[config.mk]
export PLATFORM = sky130hd
export DESIGN_NAME = vsock_connection_credit_engine
export DESIGN_NICKNAME = d
export VERILOG_FILES = /design/src/rtl/vcce_pkg.sv /design/src/rtl/vcce_step.sv /design/src/rtl/vsock_connection_credit_engine.sv
export SDC_FILE = /design/constraint.sdc
export NUM_CORES = 1
export LEC_CHECK = 0
export BUFFER_PORTS_ARGS = -buffer_cell sky130_fd_sc_hd__clkbuf_2
export CORE_MARGIN = 3
export CORE_UTILIZATION = 55
export DETAILED_ROUTE_END_ITERATION = 16
export PLACE_DENSITY = 0.78
export SLEW_MARGIN = 10
export SYNTH_ARGS = -nofsm -noshare
export SYNTH_HDL_FRONTEND = slang
export SYNTH_HIERARCHICAL = 1
export SYNTH_SLANG_ARGS = --single-unit
[constraint.sdc]
create_clock -name clk -period 9.4 [get_ports clk]
set_clock_uncertainty 0.05 [all_clocks]
set_input_delay 2.82 -clock clk [delete_from_list [all_inputs] [get_ports clk]]
set_output_delay 2.82 -clock clk [all_outputs]
set_load 0.005 [all_outputs]
[src/rtl/vcce_pkg.sv]
// vcce_pkg: shared types, codes and constants for the vsock credit engine
// used by vcce_step and vsock_connection_credit_engine; no dependencies
package vcce_pkg;

    localparam int unsigned CntW      = 32;
    localparam int unsigned LenW      = 17;
    localparam int unsigned TickW     = 5;
    localparam int unsigned CfgIdxW   = 2;
    localparam int unsigned CfgDataW  = 32;

    localparam logic [CntW-1:0]  OwnAllocReset  = 32'd131072;
    localparam logic [LenW-1:0]  MaxChunkReset  = 17'd65536;
    localparam logic [TickW-1:0] TimeoutReset   = 5'd30;
    localparam logic [LenW-1:0]  ChunkLimit     = 17'd65536;

    typedef enum logic [2:0] {
        OP_RX         = 3'd0,
        OP_CONNECT    = 3'd1,
        OP_DATA_READY = 3'd2,
        OP_HANGUP     = 3'd3,
        OP_TICK       = 3'd4
    } op_t;

    typedef enum logic [2:0] {
        RX_RESPONSE   = 3'd2,
        RX_RST        = 3'd3,
        RX_SHUTDOWN   = 3'd4,
        RX_DATA       = 3'd5,
        RX_CREDIT_UPD = 3'd6,
        RX_CREDIT_REQ = 3'd7
    } rx_kind_t;

    typedef enum logic [2:0] {
        SEND_NONE       = 3'd0,
        SEND_REQUEST    = 3'd1,
        SEND_DATA       = 3'd2,
        SEND_SHUTDOWN   = 3'd3,
        SEND_CREDIT_UPD = 3'd4,
        SEND_CREDIT_REQ = 3'd5
    } send_kind_t;

    typedef enum logic [CfgIdxW-1:0] {
        CFG_OWN_ALLOC = 2'd0,
        CFG_MAX_CHUNK = 2'd1,
        CFG_TIMEOUT   = 2'd2
    } cfg_index_t;

    typedef struct packed {
        logic [2:0]      op;
        logic [2:0]      rx_kind;
        logic [LenW-1:0] rx_payload_len;
        logic [CntW-1:0] rx_peer_alloc;
        logic [CntW-1:0] rx_peer_forwarded;
        logic [LenW-1:0] offered_len;
    } event_t;

    typedef struct packed {
        logic [CntW-1:0]  own_buffer_alloc;
        logic [LenW-1:0]  max_chunk;
        logic [TickW-1:0] connect_timeout_ticks;
    } cfg_t;

    typedef struct packed {
        logic             link_up;
        logic             awaiting_response;
        logic             client_present;
        logic [TickW-1:0] wait_ticks;
        logic [CntW-1:0]  forwarded_count;
        logic [CntW-1:0]  sent_count;
        logic [CntW-1:0]  peer_alloc;
        logic [CntW-1:0]  peer_forwarded;
    } conn_state_t;

    typedef struct packed {
        logic [2:0]      send_kind;
        logic [LenW-1:0] send_len;
        logic [CntW-1:0] send_alloc;
        logic [CntW-1:0] send_forwarded;
        logic [LenW-1:0] deliver_len;
        logic            close_local;
        logic            is_connected;
        logic            timed_out;
    } result_t;

endpackage

[src/rtl/vcce_step.sv]
// vcce_step: next connection state and result word for one event
// depends on vcce_pkg
module vcce_step
    import vcce_pkg::*;
(
    input  event_t      ev,
    input  cfg_t        cfg,
    input  conn_state_t cur,
    output conn_state_t nxt,
    output result_t     res
);

    logic [CntW-1:0]  fwd_sum;
    logic [CntW-1:0]  fwd_gap;
    logic [CntW-1:0]  credit;
    logic [LenW-1:0]  chunk;
    logic [LenW-1:0]  n_credit;
    logic [LenW-1:0]  n_send;
    logic [TickW-1:0] limit;
    logic [TickW-1:0] ticks_inc;
    logic [2:0]       skind;

    always_comb
    begin
        fwd_sum   = cur.forwarded_count + {{(CntW-LenW){1'b0}}, ev.rx_payload_len};
        fwd_gap   = fwd_sum - cur.peer_forwarded;
        credit    = cur.peer_alloc - (cur.sent_count - cur.peer_forwarded);
        if (cfg.max_chunk == '0)
            chunk = {{(LenW-1){1'b0}}, 1'b1};
        else if (cfg.max_chunk > ChunkLimit)
            chunk = ChunkLimit;
        else
            chunk = cfg.max_chunk;
        if (credit < {{(CntW-LenW){1'b0}}, ev.offered_len})
            n_credit = credit[LenW-1:0];
        else
            n_credit = ev.offered_len;
        n_send    = (chunk < n_credit) ? chunk : n_credit;
        limit     = (cfg.connect_timeout_ticks == '0) ? {{(TickW-1){1'b0}}, 1'b1}
                                                      : cfg.connect_timeout_ticks;
        ticks_inc = cur.wait_ticks + {{(TickW-1){1'b0}}, 1'b1};
    end

    always_comb
    begin
        nxt             = cur;
        skind           = SEND_NONE;
        res             = '0;
        case (ev.op)
            OP_RX:
            begin
                case (ev.rx_kind)
                    RX_RESPONSE:
                    begin
                        if (cur.awaiting_response)
                        begin
                            nxt.link_up           = 1'b1;
                            nxt.awaiting_response = 1'b0;
                            nxt.wait_ticks        = '0;
                            nxt.peer_alloc        = ev.rx_peer_alloc;
                            nxt.peer_forwarded    = ev.rx_peer_forwarded;
                        end
                    end
                    RX_RST, RX_SHUTDOWN:
                    begin
                        nxt.link_up           = 1'b0;
                        nxt.awaiting_response = 1'b0;
                        nxt.wait_ticks        = '0;
                        nxt.client_present    = 1'b0;
                        res.close_local       = cur.client_present;
                    end
                    RX_DATA:
                    begin
                        if (cur.client_present && ev.rx_payload_len != '0)
                        begin
                            res.deliver_len     = ev.rx_payload_len;
                            nxt.forwarded_count = fwd_sum;
                            if (fwd_gap > {2'b00, cfg.own_buffer_alloc[CntW-1:2]})
                                skind = SEND_CREDIT_UPD;
                        end
                        nxt.peer_alloc     = ev.rx_peer_alloc;
                        nxt.peer_forwarded = ev.rx_peer_forwarded;
                    end
                    RX_CREDIT_UPD:
                    begin
                        nxt.peer_alloc     = ev.rx_peer_alloc;
                        nxt.peer_forwarded = ev.rx_peer_forwarded;
                    end
                    RX_CREDIT_REQ:
                    begin
                        skind = SEND_CREDIT_UPD;
                    end
                    default:
                    begin
                        skind = SEND_NONE;
                    end
                endcase
            end
            OP_CONNECT:
            begin
                if (!cur.client_present)
                begin
                    nxt.client_present    = 1'b1;
                    nxt.awaiting_response = 1'b1;
                    nxt.link_up           = 1'b0;
                    nxt.wait_ticks        = '0;
                    nxt.forwarded_count   = '0;
                    nxt.sent_count        = '0;
                    skind                 = SEND_REQUEST;
                end
            end
            OP_DATA_READY:
            begin
                if (cur.link_up && cur.client_present && ev.offered_len != '0)
                begin
                    if (n_send == '0)
                        skind = SEND_CREDIT_REQ;
                    else
                    begin
                        skind          = SEND_DATA;
                        res.send_len   = n_send;
                        nxt.sent_count = cur.sent_count + {{(CntW-LenW){1'b0}}, n_send};
                    end
                end
            end
            OP_HANGUP:
            begin
                if (cur.client_present)
                begin
                    skind                 = SEND_SHUTDOWN;
                    nxt.client_present    = 1'b0;
                    res.close_local       = 1'b1;
                    nxt.link_up           = 1'b0;
                    nxt.awaiting_response = 1'b0;
                    nxt.wait_ticks        = '0;
                end
            end
            OP_TICK:
            begin
                if (cur.awaiting_response)
                begin
                    nxt.wait_ticks = ticks_inc;
                    if (ticks_inc >= limit)
                    begin
                        res.timed_out         = 1'b1;
                        res.close_local       = cur.client_present;
                        nxt.client_present    = 1'b0;
                        nxt.awaiting_response = 1'b0;
                        nxt.wait_ticks        = '0;
                    end
                end
            end
            default:
            begin
                skind = SEND_NONE;
            end
        endcase
        res.send_kind    = skind;
        res.send_alloc   = (skind != SEND_NONE) ? cfg.own_buffer_alloc : '0;
        res.send_forwarded = (skind != SEND_NONE) ? nxt.forwarded_count : '0;
        res.is_connected = nxt.link_up;
    end

endmodule

[src/rtl/vsock_connection_credit_engine.sv]
// vsock_connection_credit_engine: top level, event input register, state and result register
// depends on vcce_pkg and vcce_step
//
//  channel  | handshake             | payload
//  ---------+-----------------------+------------------------------------------------
//  event in | in_valid / in_ready   | op rx_kind rx_payload_len rx_peer_alloc
//           |                       | rx_peer_forwarded offered_len
//  result   | out_valid / out_ready | send_kind send_len send_alloc send_forwarded
//           |                       | deliver_len close_local is_connected timed_out
//  config   | cfg_we                | cfg_index cfg_data
//
// one event per cycle sustained while out_ready is high; an event passes through
// the input register, then step logic into the result register
// the step logic reads the connection state and updates it as the result is registered
// reset clears connection state and loads register defaults; no clearing pass
// a stalled result holds; the input register still takes one event behind it
module vsock_connection_credit_engine
    import vcce_pkg::*;
(
    input  logic                clk,
    input  logic                rst_n,
    input  logic                cfg_we,
    input  logic [CfgIdxW-1:0]  cfg_index,
    input  logic [CfgDataW-1:0] cfg_data,
    input  logic                in_valid,
    output logic                in_ready,
    input  logic [2:0]          op,
    input  logic [2:0]          rx_kind,
    input  logic [LenW-1:0]     rx_payload_len,
    input  logic [CntW-1:0]     rx_peer_alloc,
    input  logic [CntW-1:0]     rx_peer_forwarded,
    input  logic [LenW-1:0]     offered_len,
    output logic                out_valid,
    input  logic                out_ready,
    output logic [2:0]          send_kind,
    output logic [LenW-1:0]     send_len,
    output logic [CntW-1:0]     send_alloc,
    output logic [CntW-1:0]     send_forwarded,
    output logic [LenW-1:0]     deliver_len,
    output logic                close_local,
    output logic                is_connected,
    output logic                timed_out
);

    cfg_t        cfg_reg;
    event_t      ev_reg;
    logic        ev_valid_reg;
    conn_state_t state_reg;
    conn_state_t state_next;
    result_t     res_reg;
    result_t     res_next;
    logic        out_valid_reg;
    logic        advance;

    assign advance  = ev_valid_reg && (!out_valid_reg || out_ready);
    assign in_ready = !ev_valid_reg || advance;

    vcce_step u_step
    (
        .ev  (ev_reg),
        .cfg (cfg_reg),
        .cur (state_reg),
        .nxt (state_next),
        .res (res_next)
    );

    always_ff @(posedge clk or negedge rst_n)
    begin
        if (!rst_n)
        begin
            cfg_reg.own_buffer_alloc      <= OwnAllocReset;
            cfg_reg.max_chunk             <= MaxChunkReset;
            cfg_reg.connect_timeout_ticks <= TimeoutReset;
        end
        else if (cfg_we)
        begin
            case (cfg_index)
                CFG_OWN_ALLOC: cfg_reg.own_buffer_alloc      <= cfg_data[CntW-1:0];
                CFG_MAX_CHUNK: cfg_reg.max_chunk             <= cfg_data[LenW-1:0];
                CFG_TIMEOUT:   cfg_reg.connect_timeout_ticks <= cfg_data[TickW-1:0];
                default:       cfg_reg                       <= cfg_reg;
            endcase
        end
    end

    always_ff @(posedge clk or negedge rst_n)
    begin
        if (!rst_n)
        begin
            ev_valid_reg  <= 1'b0;
            out_valid_reg <= 1'b0;
            state_reg     <= '0;
        end
        else
        begin
            if (in_ready)
                ev_valid_reg <= in_valid;
            out_valid_reg <= advance || (out_valid_reg && !out_ready);
            if (advance)
                state_reg <= state_next;
        end
    end

    always_ff @(posedge clk)
    begin
        if (in_ready && in_valid)
        begin
            ev_reg.op                <= op;
            ev_reg.rx_kind           <= rx_kind;
            ev_reg.rx_payload_len    <= rx_payload_len;
            ev_reg.rx_peer_alloc     <= rx_peer_alloc;
            ev_reg.rx_peer_forwarded <= rx_peer_forwarded;
            ev_reg.offered_len       <= offered_len;
        end
        if (advance)
            res_reg <= res_next;
    end

    assign out_valid      = out_valid_reg;
    assign send_kind      = res_reg.send_kind;
    assign send_len       = res_reg.send_len;
    assign send_alloc     = res_reg.send_alloc;
    assign send_forwarded = res_reg.send_forwarded;
    assign deliver_len    = res_reg.deliver_len;
    assign close_local    = res_reg.close_local;
    assign is_connected   = res_reg.is_connected;
    assign timed_out      = res_reg.timed_out;

endmodule

==> results.txt <==
The clock period minus final worst setup slack came out at ~9400 ps. Hold timing on the final database bottoms out at a slack of 449 ps. The number of storage elements in the synthesis netlist is 400. Summed over all layers, the routed wires come to 76.7 mm.

The ratio of cells with drive above 1 in the final layout came out at 0.290. The footprint of the flip-flops and latches came out at about 11000 µm². The number of placement rows came out at between 70 and 80. The critical path required time is slightly below 10000 ps. The number of iterations in the first detailed-routing pass came out at 6. The global-route wire length before repair came out at 116 mm. The number of hold violations in the final report is 0.

In this run the standard cell core region covers between 40000 and 50000 µm². The number of buffers created by CTS is 46. The net switching power is roughly 0.005 W. The area share of the largest cell type after synthesis came out at 0.240. The transition time at the pin with the least slew margin came out at ~1100 ps. Among all cell types in the netlist, the one instantiated most often is nand2_1.

The die span in x is around 220 µm. The share of total power dissipated in the clock network is 0.174. The post-detailed-route wirelength per cell came out at 22.1 µm.

The slowest stage of the critical path is the fa_1 cell. Entering global routing, the biggest net connects ~120 pins. The async set-reset flop share out of synthesis came out at 0.480. The number of top-level pins is between 200 and 250. The switching power as a share of total power is 0.437. Power spread over the standard cell area amounts to 363 nW/µm². The placement-stage worst setup slack is -356 ps. By count the netlist is led by nand2_1, inv_1, edfxtp_1. The number of fill cells in the layout is between 3000 and 4000.

The initial cell density of the core is 0.557. The share of power burned in combinational logic is 0.622. Relative to the synthesized area, the layout overhead comes to 19.5%.

In this run the remaining antenna-violating nets after routing total 0. The global placement routability congestion is between 1 and 1.5. The largest total area in the synthesized netlist belongs to edfxtp_1. The portion of the clock cycle consumed by the worst path in the final layout came out at 0.995.

The final-report setup violation count came out at 0. The insertion delay of the later-clocked pin in the worst-skew pair is 610 ps. The clock sink count is 400. The total global routing overflow is 0. The overall global routing resource usage is 0.299. The number of nets handed over by synthesis was ~2800. The TritonCTS clock tree is done. Derived from the worst setup path, the maximum achievable clock frequency is between 100 and 150 MHz. The worst relative slew slack is 0.234.

Synthesis produced between 2000 and 2500 cells. The flip-flop count of the largest register after layout is about 140. The worst setup path is captured at a flop. For this run, the register share of the synthesized area comes to 0.426.

The average vias per placed instance is about 6. The final routed DRC violation total came out at 0. The number of slew-limit violations in the final report came out at 0. Of all nets on the critical path, the largest fanout is 8.

The vertical extent of the die came out at 223 µm. The worst-case clock buffer depth is 3. The distinct cell type count after synthesis is between 80 and 90. The die covers around 50000 µm².

The largest stage delay on the critical path came out at 570 ps. STA classifies the critical path startpoint as a flop. During synthesis, Yosys emitted a total of 6 warnings. The internal power component came out at around 0.0063 W. The portion of total power attributed to sequential cells came out at 0.204. After the first detailed-routing iteration, the DRC count stood at 1949. Summing over every cut layer, the via total after detailed routing is ~21000. The cell area after synthesis came out at approximately 26000 µm². The number of antenna violations at the first check in global routing is 4. The port buffer count is about 250. The count of nets after finishing is 3164.

By startpoint and endpoint, the worst setup path is classified as flop to flop. After clock tree synthesis, the clock-pin slew on the worst setup and hold paths is roughly 60 ps. The HPWL after detailed placement is 57.7 mm. The total negative slack for setup checks is 0 ps. Across all setup checks in the final design, the least slack found is approximately 47 ps. In the post-synthesis netlist, the biggest area contributors are edfxtp_1, dfrtp_1, ha_1, mux2_4, nand2_1.

The average instance in the mapped netlist occupies about 11 µm². Setup repair after global routing could not meet its margin everywhere. The synthesized design contains approximately 210 enable-type register cells. Summed over all cells, the static leakage comes to around 14 nW. The min-delay analysis places its worst path in the category flop to flop.

The maximum level of the CTS H-tree came out at 2. Among all flip-flop cells after synthesis, the most frequent one is edfxtp_1. The arrival time of the worst setup path is 9760 ps. The run finished with clean final reports. The worst IR drop on VDD came out at about 0.00041 V. The number of global-route vias before repair was approximately 20000. The root buffer cell is clkbuf_16. The max-cap check violation count came out at 0.

Summing all multi-input logic gate instances after layout gives ~14000 µm².
==> per-layer routing <==
layer	wire (µm)	share of wire	global-route usage
met1	32500	0.42	0.407
met2	35600	0.46	0.477
met3	5020	0.065	0.0504
met4	3630	0.047	0.129
met5	0	0	0
==> per-stage QoR <==
step	total power (W)	cells	cell area [µm²]	utilization
after floorplan	0.00654	2446	26000	-
after global placement	0.00868	3359	28700	0.614
after detailed placement	0.00879	3359	28700	0.614
after CTS	0.0109	3446	30400	0.652
after global routing	0.0120	3466	31000	0.665
final	0.0113	3466	31000	0.665
==> cell type report <==
type                            instances  area share
Antenna cell                            3    0.000242
Clock buffer                           59      0.0406
Clock inverter                         27      0.0131
Inverter                              215      0.0260
Multi-Input combinational cell       1724       0.453
Sequential cell                       400       0.356
Tap cell                              607      0.0245
Timing Repair Buffer                  431      0.0864
==> cells by family after synthesis <==
kind of cell	synth area share
XOR/XNOR	0.0339
flip-flops	0.426
adder cells (fa/ha/maj)	0.108
buffers and inverters	0.0565
multiplexers	0.118
AO/OA/AOI/OAI	0.143
AND/OR/NAND/NOR	0.116
==> power by group through the flow <==
stage / logic (W) / clock network [W] / registers (W)
after floorplan: 0.00429 / 0 / 0.00226
after global placement: 0.00638 / 0 / 0.00231
after detailed placement: 0.00647 / 0 / 0.00232
after CTS: 0.00660 / 0.00199 / 0.00230
after global routing: 0.00762 / 0.00206 / 0.00233
final: 0.00701 / 0.00196 / 0.00230
==> worst max-delay path: cells and delay by family, from the launching register on <==
kind            cells  cell delay, ps
simple gates        8            1700
xor+xnor            1             200
fa+ha+maj           6            1960
buf+inv             5             600
mux                 2             460
compound gates     21            3860
flops               1             360
==> path summary, 6_finish.rpt <==
check	startpoint	endpoint	slack, ps	cells after the start
max	state_reg[1]	state_reg[88]	50	43
min	ev_valid_reg	out_valid	450	1
max reg2reg	state_reg[1]	state_reg[88]	50	43
min reg2reg	ev_valid_reg	out_valid	450	1
max in group asynchronous	rst_n	state_reg[64]	5330	2
min in group asynchronous	rst_n	cfg_reg[0]	2320	1
==> repair_timing <==
action	CTS	global route
hold buffers	0	0
gates resized for setup	20	96
endpoints found under the setup margin	17	21
pin swaps	11	53
setup buffers	1	17
==> cell usage in the layout, fill, tap and decap left out, types with 14 or more instances in the layout <==
cell type / synthesis / layout
inv_1: 215 / 213
edfxtp_1: 208 / 208
nand3_1: 75 / 74
a21oi_1: 147 / 136
a211oi_1: 25 / 21
nor4_1: 18 / 16
a21boi_0: 35 / 34
mux2_2: 69 / 69
nor2_1: 103 / 99
dfrtp_1: 186 / 186
mux2_4: 129 / 129
buf_4: 5 / 174
o21a_1: 30 / 29
mux2i_1: 33 / 25
a21o_1: 54 / 54
fa_1: 34 / 32
o211ai_1: 17 / 17
o21ai_0: 137 / 130
nand2_1: 220 / 217
nand4_1: 29 / 29
nor2b_1: 20 / 20
xor2_1: 39 / 39
a31oi_1: 17 / 14
nor3_1: 33 / 27
clkbuf_2: 1 / 247
nand2b_1: 29 / 28
and3_1: 35 / 34
xnor2_1: 59 / 58
clkbuf_16: 0 / 47
ha_1: 169 / 156
(Power assumes the default switching activity.)
